`src/hdl/hop_pkg.sv`:
```
// Shared types and constants for the associative memory block.
`timescale 1ns / 1ps

package hop_pkg;

  localparam int PAT_W = 16;
  localparam int W_W = 6;
  localparam int RND_W = 16;
  localparam logic [RND_W-1:0] ROUNDS_RESET = 16'd1024;

  typedef enum logic [1:0] {
    OP_TRAIN  = 2'd0,
    OP_RECALL = 2'd1,
    OP_CLEAR  = 2'd2,
    OP_NONE   = 2'd3
  } op_t;

  // weight store control
  typedef struct packed {
    logic rd;
    logic we;
    logic mark;
    logic clear;
  } wm_ctl_t;

  typedef enum logic [4:0] {
    S_IDLE   = 5'b00001,
    S_TRAIN  = 5'b00010,
    S_RECALL = 5'b00100,
    S_CHECK  = 5'b01000,
    S_OUT2   = 5'b10000
  } fsm_t;

endpackage

```
`src/hdl/hop_wmem.sv`:
```
// Weight store: one read and one write port, per-row valid bits.
`timescale 1ns / 1ps

module hop_wmem
  import hop_pkg::*;
#(
  parameter int NEURONS = 16
) (
  input  logic                  clk,
  input  logic                  rst,
  input  wm_ctl_t               ctl,
  input  logic [$clog2(NEURONS)-1:0] rj,
  input  logic [$clog2(NEURONS)-1:0] ri,
  input  logic [$clog2(NEURONS)-1:0] wj,
  input  logic [$clog2(NEURONS)-1:0] wi,
  input  logic signed [W_W-1:0] wdata,
  output logic signed [W_W-1:0] rdata
);

  localparam int NW = $clog2(NEURONS);
  localparam int DEPTH = 1 << (2 * NW);

  logic signed [W_W-1:0] mem [DEPTH];
  logic [NEURONS-1:0]    row_vld;
  logic signed [W_W-1:0] mem_q;
  logic                  vld_q;

  always_ff @(posedge clk) begin
    if (ctl.rd) begin
      mem_q <= mem[{rj, ri}];
    end
    if (ctl.we) begin
      mem[{wj, wi}] <= wdata;
    end
  end

  always_ff @(posedge clk) begin
    if (rst) begin
      row_vld <= '0;
      vld_q <= 1'b0;
    end else begin
      if (ctl.rd) begin
        vld_q <= row_vld[rj];
      end
      if (ctl.clear) begin
        row_vld <= '0;
      end else if (ctl.mark) begin
        row_vld[wj] <= 1'b1;
      end
    end
  end

  // unwritten rows read as zero
  assign rdata = vld_q ? mem_q : '0;

endmodule

```
`src/hdl/hop_mac.sv`:
```
// Shared adder: Hebbian weight update or signed accumulate of one weight.
`timescale 1ns / 1ps

module hop_mac
  import hop_pkg::*;
#(
  parameter int NEURONS = 16
) (
  input  logic                  clk,
  input  logic                  en,
  input  logic                  train,
  input  logic                  first,
  input  logic                  pos,
  input  logic signed [W_W-1:0] w,
  output logic                  nonneg,
  output logic signed [W_W-1:0] wsat
);

  localparam int ACC_W = W_W + $clog2(NEURONS) + 1;
  localparam logic signed [ACC_W-1:0] WMAX = ACC_W'(31);
  localparam logic signed [ACC_W-1:0] WMIN = -ACC_W'(32);

  logic signed [ACC_W-1:0] acc;
  logic signed [ACC_W-1:0] wx;
  logic signed [ACC_W-1:0] opa;
  logic signed [ACC_W-1:0] opb;
  logic signed [ACC_W-1:0] sum;

  always_comb begin
    wx = ACC_W'(w);
    if (train) begin
      opa = wx;
      opb = pos ? ACC_W'(1) : -ACC_W'(1);
    end else begin
      opa = first ? '0 : acc;
      opb = pos ? wx : -wx;
    end
    sum = opa + opb;
    if (sum > WMAX) begin
      wsat = W_W'(WMAX);
    end else if (sum < WMIN) begin
      wsat = W_W'(WMIN);
    end else begin
      wsat = W_W'(sum);
    end
  end

  assign nonneg = ~sum[ACC_W-1];

  always_ff @(posedge clk) begin
    if (en) begin
      acc <= sum;
    end
  end

endmodule

```
`src/hdl/hopfield_associative_memory.sv`:
```
// Top level: binary associative memory with Hebbian training and synchronous recall.
`timescale 1ns / 1ps

// A request is taken when start is high and busy is low. Clear and a train
// request refused because the memory is full finish at once, with the result
// strobed on done in the next cycle. A stored train request walks all
// NEURONS*NEURONS weights once; recall walks them once per update round,
// for up to max_rounds rounds (zero counts as one), then a check state
// gives the result. Both walks go through the single shared adder, which
// handles one weight per cycle out of the one-read, one-write weight store.
// An oscillation gives two results on consecutive cycles, older state first.
// Results cannot be held off: each one is valid for the single cycle that
// done is high. max_rounds is written over cfg_valid/cfg_ready (always ready)
// and must only change while idle.
module hopfield_associative_memory
  import hop_pkg::*;
#(
  parameter int NEURONS = 16,
  parameter int MAX_PATTERNS = 16,
  parameter int HISTORY_DEPTH = 2
) (
  input  logic             clk,
  input  logic             rst,
  input  logic             start,
  output logic             busy,
  input  logic [1:0]       operation,
  input  logic [PAT_W-1:0] pattern,
  output logic             done,
  output logic [PAT_W-1:0] state,
  output logic             is_cycle,
  output logic             timed_out,
  output logic             accepted,
  output logic             last,
  input  logic             cfg_valid,
  output logic             cfg_ready,
  input  logic [RND_W-1:0] max_rounds
);

  localparam int NW = $clog2(NEURONS);
  localparam int PC_W = $clog2(MAX_PATTERNS + 1);
  localparam logic [NW-1:0] LAST_IDX = NW'(NEURONS - 1);

  fsm_t fsm;
  logic issuing;
  logic [NW-1:0] ci;
  logic [NW-1:0] cj;
  logic p_valid;
  logic [NW-1:0] p_i;
  logic [NW-1:0] p_j;
  logic p_row_end;
  logic p_last;
  logic [NEURONS-1:0] newer;
  logic [NEURONS-1:0] older;
  logic [NEURONS-1:0] nxt;
  logic hv2;
  logic [RND_W-1:0] rcount;
  logic [RND_W-1:0] rounds_limit;
  logic [PC_W-1:0] pattern_count;

  logic accept;
  wm_ctl_t wm_ctl;
  logic signed [W_W-1:0] rdata;
  logic signed [W_W-1:0] wsat;
  logic signed [W_W-1:0] wdata;
  logic nonneg;
  logic mac_pos;
  logic [NEURONS+PAT_W-1:0] pat_ext;
  logic [NEURONS-1:0] pat_n;
  logic [NEURONS+PAT_W-1:0] older_ext;
  logic [NEURONS+PAT_W-1:0] newer_ext;
  logic [NEURONS+PAT_W-1:0] nxt_ext;
  logic [RND_W-1:0] limit;
  logic round_out;

  assign busy = (fsm != S_IDLE);
  assign cfg_ready = 1'b1;
  assign accept = start & ~busy;

  assign pat_ext = {{NEURONS{1'b0}}, pattern};
  assign pat_n = pat_ext[NEURONS-1:0];
  assign older_ext = {{PAT_W{1'b0}}, older};
  assign newer_ext = {{PAT_W{1'b0}}, newer};
  assign nxt_ext = {{PAT_W{1'b0}}, nxt};

  assign limit = (rounds_limit == '0) ? RND_W'(1) : rounds_limit;
  assign round_out = ({1'b0, rcount} + (RND_W+1)'(1)) >= {1'b0, limit};

  always_comb begin
    wm_ctl.rd = issuing;
    wm_ctl.we = p_valid & (fsm == S_TRAIN);
    wm_ctl.mark = p_valid & (fsm == S_TRAIN) & p_row_end;
    wm_ctl.clear = accept & (operation == OP_CLEAR);
  end

  assign mac_pos = (fsm == S_TRAIN) ? ~(newer[p_i] ^ newer[p_j]) : newer[p_i];
  assign wdata = (p_i == p_j) ? '0 : wsat;

  hop_wmem #(
    .NEURONS(NEURONS)
  ) u_wmem (
    .clk  (clk),
    .rst  (rst),
    .ctl  (wm_ctl),
    .rj   (cj),
    .ri   (ci),
    .wj   (p_j),
    .wi   (p_i),
    .wdata(wdata),
    .rdata(rdata)
  );

  hop_mac #(
    .NEURONS(NEURONS)
  ) u_mac (
    .clk   (clk),
    .en    (p_valid & (fsm == S_RECALL)),
    .train (fsm == S_TRAIN),
    .first (p_i == '0),
    .pos   (mac_pos),
    .w     (rdata),
    .nonneg(nonneg),
    .wsat  (wsat)
  );

  // read address walk, one weight per cycle
  always_ff @(posedge clk) begin
    if (rst) begin
      p_valid <= 1'b0;
    end else begin
      p_valid <= issuing;
    end
    p_i <= ci;
    p_j <= cj;
    p_row_end <= (ci == LAST_IDX);
    p_last <= (ci == LAST_IDX) && (cj == LAST_IDX);
  end

  always_ff @(posedge clk) begin
    if (rst) begin
      fsm <= S_IDLE;
      issuing <= 1'b0;
      ci <= '0;
      cj <= '0;
      done <= 1'b0;
      pattern_count <= '0;
      rounds_limit <= ROUNDS_RESET;
      hv2 <= 1'b0;
      rcount <= '0;
    end else begin
      done <= 1'b0;
      if (cfg_valid && cfg_ready) begin
        rounds_limit <= max_rounds;
      end
      if (issuing) begin
        if (ci == LAST_IDX) begin
          ci <= '0;
          if (cj == LAST_IDX) begin
            issuing <= 1'b0;
          end else begin
            cj <= cj + NW'(1);
          end
        end else begin
          ci <= ci + NW'(1);
        end
      end
      if (p_valid && (fsm == S_RECALL) && p_row_end) begin
        nxt[p_j] <= nonneg;
      end
      case (fsm)
        S_IDLE: begin
          if (accept) begin
            case (operation)
              OP_TRAIN: begin
                if (pattern_count >= PC_W'(MAX_PATTERNS)) begin
                  done <= 1'b1;
                  state <= '0;
                  is_cycle <= 1'b0;
                  timed_out <= 1'b0;
                  accepted <= 1'b0;
                  last <= 1'b1;
                end else begin
                  newer <= pat_n;
                  issuing <= 1'b1;
                  ci <= '0;
                  cj <= '0;
                  fsm <= S_TRAIN;
                end
              end
              OP_RECALL: begin
                newer <= pat_n;
                older <= '0;
                hv2 <= 1'b0;
                rcount <= '0;
                issuing <= 1'b1;
                ci <= '0;
                cj <= '0;
                fsm <= S_RECALL;
              end
              OP_CLEAR: begin
                pattern_count <= '0;
                done <= 1'b1;
                state <= '0;
                is_cycle <= 1'b0;
                timed_out <= 1'b0;
                accepted <= 1'b1;
                last <= 1'b1;
              end
              default: begin
              end
            endcase
          end
        end
        S_TRAIN: begin
          if (p_valid && p_last) begin
            pattern_count <= pattern_count + PC_W'(1);
            done <= 1'b1;
            state <= '0;
            is_cycle <= 1'b0;
            timed_out <= 1'b0;
            accepted <= 1'b1;
            last <= 1'b1;
            fsm <= S_IDLE;
          end
        end
        S_RECALL: begin
          if (p_valid && p_last) begin
            fsm <= S_CHECK;
          end
        end
        S_CHECK: begin
          timed_out <= 1'b0;
          accepted <= 1'b1;
          if ((HISTORY_DEPTH >= 2) && hv2 && (nxt == older)) begin
            done <= 1'b1;
            state <= older_ext[PAT_W-1:0];
            is_cycle <= 1'b1;
            last <= 1'b0;
            fsm <= S_OUT2;
          end else if (nxt == newer) begin
            done <= 1'b1;
            state <= newer_ext[PAT_W-1:0];
            is_cycle <= 1'b0;
            last <= 1'b1;
            fsm <= S_IDLE;
          end else begin
            older <= newer;
            newer <= nxt;
            hv2 <= 1'b1;
            if (round_out) begin
              done <= 1'b1;
              state <= nxt_ext[PAT_W-1:0];
              is_cycle <= 1'b0;
              timed_out <= 1'b1;
              last <= 1'b1;
              fsm <= S_IDLE;
            end else begin
              rcount <= rcount + RND_W'(1);
              issuing <= 1'b1;
              ci <= '0;
              cj <= '0;
              fsm <= S_RECALL;
            end
          end
        end
        S_OUT2: begin
          done <= 1'b1;
          state <= newer_ext[PAT_W-1:0];
          is_cycle <= 1'b1;
          timed_out <= 1'b0;
          accepted <= 1'b1;
          last <= 1'b1;
          fsm <= S_IDLE;
        end
        default: begin
          fsm <= S_IDLE;
        end
      endcase
    end
  end

`ifndef ASSERT_OFF
  a_pair_ends: assert property (@(posedge clk) disable iff (rst)
    done && !last |=> done && last && is_cycle)
    else $error("oscillation result pair not completed");

  a_cycle_no_timeout: assert property (@(posedge clk) disable iff (rst)
    done && is_cycle |-> !timed_out && accepted)
    else $error("oscillation result flagged as timeout");

  a_count_bound: assert property (@(posedge clk) disable iff (rst)
    pattern_count <= PC_W'(MAX_PATTERNS))
    else $error("pattern count above limit");

  a_refused_full: assert property (@(posedge clk) disable iff (rst)
    done && !accepted |-> last && (state == '0) && ($past(pattern_count) ==
      PC_W'(MAX_PATTERNS)))
    else $error("train refused while memory not full");

  a_walk_idle: assert property (@(posedge clk) disable iff (rst)
    (fsm == S_IDLE) |-> !issuing && !p_valid)
    else $error("weight walk active while idle");
`endif

endmodule

```
`config.mk`:
```
export PLATFORM = sky130hd
export DESIGN_NAME = hopfield_associative_memory
export DESIGN_NICKNAME = d
export VERILOG_FILES = /design/src/hdl/hop_pkg.sv /design/src/hdl/hop_wmem.sv /design/src/hdl/hop_mac.sv /design/src/hdl/hopfield_associative_memory.sv
export SDC_FILE = /design/constraint.sdc
export NUM_CORES = 2
export LEC_CHECK = 0
export ABC_AREA = 1
export BUFFER_PORTS_ARGS = -buffer_cell sky130_fd_sc_hd__buf_2
export CAP_MARGIN = 20
export CORE_MARGIN = 2
export CORE_UTILIZATION = 49
export CTS_CLUSTER_SIZE = 20
export DETAILED_ROUTE_END_ITERATION = 8
export PLACE_DENSITY = 0.62
export SYNTH_ARGS = -nofsm -noshare
export SYNTH_HDL_FRONTEND = slang
export SYNTH_HIERARCHICAL = 1
export SYNTH_SLANG_ARGS = --single-unit
export TNS_END_PERCENT = 5
```
`constraint.sdc`:
```
create_clock -name clk -period 14.1 [get_ports clk]
set_clock_uncertainty 0.1 [all_clocks]
set_input_delay 2.82 -clock clk [delete_from_list [all_inputs] [get_ports clk]]
set_output_delay 2.82 -clock clk [all_outputs]
set_load 0.05 [all_outputs]
```
# Yosys cells after proc, flatten, opt, wreduce, memory -nomap -nowiden
# Memory sizes are Yosys's and may differ from the RTL's. A register that Yosys moved wholly into a read port is not among the register bits.
# Index checks and enable logic that the tools add are counted.
[totals]
reg_bits = 160
elab_cells = 225
ram_bits = 1536
n_memories = 1
inputBits = 38
out_inout_bits = 23
[op_classes]
reduce_logical = 25
bitwise = 11
addsub = 7
n_lt_le_gt_ge = 8
n_mux = 122
eq_ne = 26
[mem_list]
columns = ["name", "words", "word_bits", "rd", "rd_ports_with_merged_regs", "write_ports", "line_no", "text"]
rows = [
  ["u_wmem.mem", 256, 6, 1, 1, 1, "hop_wmem.sv:23", "logic signed [W_W-1:0] mem [DEPTH];"],
]
[ops]
columns = ["operator", "count"]
rows = [
  ["2-to-1 mux 16 bit", 18],
  ["case mux 16 bit (2 select lines)", 5],
  ["case mux 16 bit (4 select lines)", 1],
  ["2-to-1 mux 4 bit", 15],
  ["2-to-1 mux 11 bit", 5],
  ["2-to-1 mux 1 bit", 40],
  ["2-to-1 mux 5 bit", 8],
  ["== test 16 bit", 2],
  ["case mux 4 bit (2 select lines)", 4],
  ["2-to-1 mux 6 bit", 4],
  ["AND reduction 6 bit", 4],
  ["case mux 5 bit (2 select lines)", 2],
  ["case mux 5 bit (4 select lines)", 1],
  ["adder 16 x 1 -> 17 bit, second input constant", 1],
  [">= comparator 17 x 16 -> 1 bit", 1],
  ["adder 16 x 1 -> 16 bit, second input constant", 1],
  ["bitwise mux 16 bit", 1],
  ["logical NOT 16 bit", 1],
  ["OR 16 bit", 1],
  ["case mux 1 bit (4 select lines)", 4],
  ["< comparator 4 x 5 -> 1 bit, second input constant", 3],
  ["case mux 1 bit (2 select lines)", 7],
  ["AND reduction 7 bit", 2],
  ["binary-select mux 1 bit (select 4 bit)", 3],
  ["40 further kinds", 65],
]

# Longest topological paths before layout
[logic_depth]
ltp_word = 12
depth_mapped = 28
depth_no_buf = 27

# Modules after synthesis
# Netlist, hierarchy kept.
[by_module_without_submodules]
columns = ["module", "n_inst", "area_per_inst_um2", "cells_per_inst"]
rows = [
  ["hop_wmem", 1, 63806.2, 5477],
  ["hopfield_associative_memory", 1, 6905.4, 843],
  ["hop_mac", 1, 1355.0, 212],
]

# Least setup slack after synthesis
# No wires, ideal clock.
[synth_timing]
path_type = "register -> register"
start = "register p_i[0]"
end = "memory u_wmem.mem[0][0] (data pin)"
period_less_slack_ps = 10636
setup_ps = 1390
arrival_ps = 9146
stages_incl_launch_ff = 26
n_path_buf = 2
slack_ps = 3464
path_cell_list = "dfxtp_1 -> clkbuf_1 -> buf_2 -> nand2_1 -> o2111ai_1 -> o211ai_1 -> o21ai_0 -> xor2_1 -> inv_1 -> nor2_1 -> inv_1 -> nand2_1 -> inv_1 -> ha_1 -> nand2_1 -> nor2_1 -> nand3_1 -> nand3_1 -> inv_1 -> nand2_1 -> nand2_2 -> inv_1 -> o21ai_2 -> nand2_1 -> inv_1 -> nor2_1"
[synth_between]
elab_chain_cells = 12
[synth_lines]
columns = ["item", "line_no", "text"]
rows = [
  ["start: declaration", "hopfield_associative_memory.sv:48", "logic [NW-1:0] p_i;"],
  ["start signal: assignment", "hopfield_associative_memory.sv:132", "p_i <= ci;"],
  ["binary-select mux 1 bit (select 4 bit) (*)", "hopfield_associative_memory.sv:95", "assign mac_pos = (fsm == S_TRAIN) ? ~(newer[p_i] ^ newer[p_j]) : newer[p_i];"],
  ["2-to-1 mux 1 bit (not written as such) (*)", "hopfield_associative_memory.sv:95", ""],
  ["bitwise XOR 1 bit", "hopfield_associative_memory.sv:95", ""],
  ["NOT 1 bit", "hopfield_associative_memory.sv:95", ""],
  ["2-to-1 mux 1 bit (*)", "hopfield_associative_memory.sv:95", ""],
  ["net mac_pos", "hopfield_associative_memory.sv:66", "logic mac_pos;"],
  ["2-to-1 mux 11 bit, on equally long branches", "hop_mac.sv:36, hop_mac.sv:33", ""],
  ["2-to-1 mux 11 bit (*)", "hop_mac.sv:31", "if (train) begin"],
  ["adder 11 bit (*)", "hop_mac.sv:38", "sum = opa + opb;"],
  ["net u_mac.sum[10]", "hop_mac.sv:27", "logic signed [ACC_W-1:0] sum;"],
  ["< comparator 11 x 6 -> 1 bit", "hop_mac.sv:41", "end else if (sum < WMIN) begin"],
  ["2-to-1 mux 6 bit", "hop_mac.sv:41", ""],
  ["2-to-1 mux 6 bit (*)", "hop_mac.sv:39", "if (sum > WMAX) begin"],
  ["net wsat[0]", "hopfield_associative_memory.sv:63", "logic signed [W_W-1:0] wsat;"],
  ["2-to-1 mux 6 bit (*)", "hopfield_associative_memory.sv:96", "assign wdata = (p_i == p_j) ? '0 : wsat;"],
  ["net wdata[0]", "hopfield_associative_memory.sv:64", "logic signed [W_W-1:0] wdata;"],
  ["end: declaration", "hop_wmem.sv:23", ""],
]
# The timed path passes the listed nets; every way through them passes the cells marked *. The select of a mux whose other input is x is not followed.

# Final worst setup path
[layout_timing]
start = "register p_i[0]"
end = "memory u_wmem.mem[167][2] (data pin)"
# The elaborated chain is that of the path after synthesis.

==> key figures <==
Die
  – Die Wd: 388 um
  – Core footprint: 146000 um2
  – IO Pins: 61
  – DIE HEIGHT: 388 um
  – Die area: 150000 um2
  – Starting Density: 0.494
  – Rows: 140

Power
  – Max VDD drop: 0.000140 V
  – Switch Pwr: 3.54 mW
  – PwrDens: 160 nW/um2
  – Register share of total power: 0.493
  – Pint: 9.08 mW
  – P_leak: 28.1 nW
  – Sw Share: 0.281
  – Combinational power share: 0.159
  – Clk network pwr share: 0.348

Synth
  – Largest cells by area after synthesis: edfxtp_1 68%, nand3_1 11%, nand2_1 10%, dfxtp_1 2.3%, nor2_1 2.1%
  – Seq cells post-synth: 1702
  – Most common cell in the netlist: nand2_1
  – Synth top cells by count: 1934 x nand2_1, 1621 x edfxtp_1, 1521 x nand3_1, 407 x nor2_1, 198 x inv_1
  – Sequential-to-total area share from yosys stat: 0.698
  – Syn avg cell area: 11.0 um2
  – Mapped Nets: 6603
  – Async set or reset register ratio after synthesis: 0
  – Cells after Synth: 6532
  – YS warnings: 6
  – Post-synth cell types: 54
  – EDFF count, synth: 1621
  – Area leader, netlist: edfxtp_1
  – Synth top area share: 0.675
  – Synth Cell Area: 72100 um2
  – Synth Flop Type: edfxtp_1

Route
  – Routed len/inst: 22.4 um
  – DRT Pass-1 Iters: 5
  – Initial DRC Count: 5272
  – Top Layer Used: met4
  – DR vias: 48300
  – DR vias/cell: 5.69
  – Routed length on met1: 80500 um
  – Detail Route Antenna Nets: 0
  – Final wirelength: 190000 um
  – Met3 wire len: 14500 um
  – Met2 WL: 89100 um
  – DRC: 0

Setup path
  – Worst setup SP type: flip-flop
  – Critical Path Source: p_i[0]$_DFF_P_
  – Worst reg2reg path depth: 23
  – Reg-to-reg startpoint: p_i[0]$_DFF_P_
  – Setup Crit Path Kind: reg -> reg
  – Crit-path max FO: 84
  – R2R setup slack: 7.43 ns
  – CP endpoint: u_wmem/mem[167][2]$_DFFE_PP_
  – Crit end category: flip-flop
  – FF-to-FF End: u_wmem/mem[167][2]$_DFFE_PP_
  – WP data required: 14.45 ns
  – CP arrival: 7.01 ns

Timing
  – Pins Over Slew Limit: 128
  – RSZ-0062 raised after global routing: no
  – Final setup fails: 0
  – Period minus WS final: 6.67 ns
  – Slew headroom: -0.112
  – Period utilization: 0.473
  – Setup WS post-layout: 7.43 ns
  – Setup TNS: 0 ns
  – Endpoints failing hold: 0
  – Tightest Pin Transition: 1.67 ns
  – Fmax: 150 MHz

Cells and area
  – Non-Filler Instances: 8491
  – Layout filler cell count: 12400
  – Finished Cell Area: 78800 um2
  – Share of cells above drive strength 1: 0.0694
  – Sequential cell area: 50300 um2
  – Final Core Density: 0.540
  – Multi-input gate area: 19000 um2
  – P&R area growth vs syn: 9.35%
  – Layout net count: 6503

Min path
  – Critical hold path startpoint: u_wmem/row_vld[8]$_SDFFE_PP0P_
  – Worst min-delay path category: reg -> reg

Placement
  – DP Wirelength: 106000 um
  – Placed Cells incl. Taps: 8174
  – Routability cong.: 0.852
  – Dpl cell area: 73400 um2
  – Place WS: 7.46 ns
  – IO buf count: 59

GRT
  – Largest net degree at the start of global routing: 228
  – Initial antenna violation count: 1
  – Grt ovf: 0
  – Gr usage total: 0.250
  – First-pass GRT wire length: 286000 um
  – Vias in the first global route: 46000

Run status
  – Status: complete, but fails checks
  – Failing checks: max-slew violations

Flow run
  – Max_cap viols: 0

Clock tree
  – Skew-Pair Late Insertion Delay: 0.80 ns
  – CTS tree: done
  – Post-CTS repair timing setup buffer count: 0
  – PostCTS Resize Cnt: 0
  – # hold bufs at CTS: 0
  – H-tree depth: 4
  – CTS Buffer Depth: 3
  – CTS root buf: clkbuf_16
  – # clock sinks: 1702
  – Reg clk slew, reported paths: 0.06 ns
  – TritonCTS buffer count: 173
## worst min path at each step
stage                                                 end  slack (ns)  cells after the start
final                      u_wmem/row_vld[8]$_SDFFE_PP0P_        0.35                      2
after global routing      u_wmem/row_vld[13]$_SDFFE_PP0P_        0.37                      2
after CTS                 u_wmem/row_vld[12]$_SDFFE_PP0P_        0.35                      2
after detailed placement  u_wmem/row_vld[12]$_SDFFE_PP0P_        0.34                      2
after global placement    u_wmem/row_vld[10]$_SDFFE_PP0P_        0.33                      2
after floorplan                            p_j[1]$_DFF_P_        0.28                      0
## area by class of cell
class | count | share of cell area
diodes | 3 | 0.0000953
clock buffers | 225 | 0.0589
clock inverters | 89 | 0.00915
inverters | 211 | 0.0105
multi-input cells | 4218 | 0.241
flip-flops and latches | 1702 | 0.638
well taps | 1917 | 0.0304
repair buffers | 126 | 0.0116
## flip-flops by register name, summed over array words and instances, names as in the netlist, 4 cells and up
signal	flops
ci	4
cj	4
fsm	5
newer	16
nxt	16
older	16
p_i	4
p_j	4
pattern_count	5
rcount	16
rounds_limit	16
state	16
u_mac/acc	11
u_wmem/mem	1536
u_wmem/mem_q	6
u_wmem/row_vld	16
## routing by layer
layer  track usage  up-vias
met5             0        -
met1         0.350    23600
met3        0.0406      300
li1              -    22600
met4        0.0851        0
met2         0.397     1852
## worst max-delay path: stages, from the launching register on
cell,delay [ns]
dfxtp_1,0.73
a21oi_1,0.16
o21ai_0,0.17
a21oi_1,0.06
o21ai_0,0.24
xor2_1,0.39
inv_1,0.16
nand2_1,0.13
nand2_1,0.10
a21oi_1,0.23
ha_1,0.32
inv_1,0.09
o21bai_1,0.09
a21oi_1,0.17
nand3_1,0.11
nand3_1,0.14
nand2_2,0.09
inv_1,0.40
o21ai_2,0.19
nand2_1,0.11
inv_1,0.06
nor2_4,0.47
buf_4,0.63
buf_4,0.85
## cells by family after synthesis
| kind of cell | synth area share |
|---|---|
| fa+ha+maj | 0.00583 |
| flops | 0.698 |
| buf+inv | 0.0399 |
| simple gates | 0.237 |
| mux | 0.000156 |
| other cells | 0.0000520 |
| xor+xnor | 0.00450 |
| compound gates | 0.0151 |
## placed cells by master (no fill, tap or decap), types with 5 or more instances in the layout
cell type / instances
nand4_1: 12
buf_12: 9
nor3_1: 16
nand3_1: 1521
edfxtp_1: 1621
bufinv_16: 11
a21oi_2: 10
clkbuf_8: 5
nand2_1: 1924
buf_4: 58
inv_1: 196
dfxtp_1: 76
clkbuf_1: 44
nor2_1: 401
inv_6: 6
nand2_2: 30
buf_2: 59
a21oi_1: 74
xor2_1: 23
o21ai_0: 66
o22ai_1: 22
clkbuf_16: 176
inv_2: 10
clkinv_2: 29
xnor2_1: 14
nor4_1: 6
ha_1: 32
nor2_4: 11
clkinv_1: 41
nand3_2: 7
## metrics by stage
stage	hold slack, ns	power, mW
finish	0.354	12.6
global route	0.372	13.1
CTS	0.352	12.7
detailed placement	0.342	8.31
global placement	0.335	8.28
floorplan	0.275	7.79
## power groups by stage
stage / combinational (mW) / sequential, mW / clock [mW]
after global placement: 1.96 / 6.31 / 0
after detailed placement: 2.00 / 6.32 / 0
after floorplan: 1.27 / 6.52 / 0
after CTS: 2.00 / 6.21 / 4.46
after global routing: 2.21 / 6.22 / 4.66
final: 2.00 / 6.22 / 4.40
Note: power is estimated with default switching activity, not from simulation.
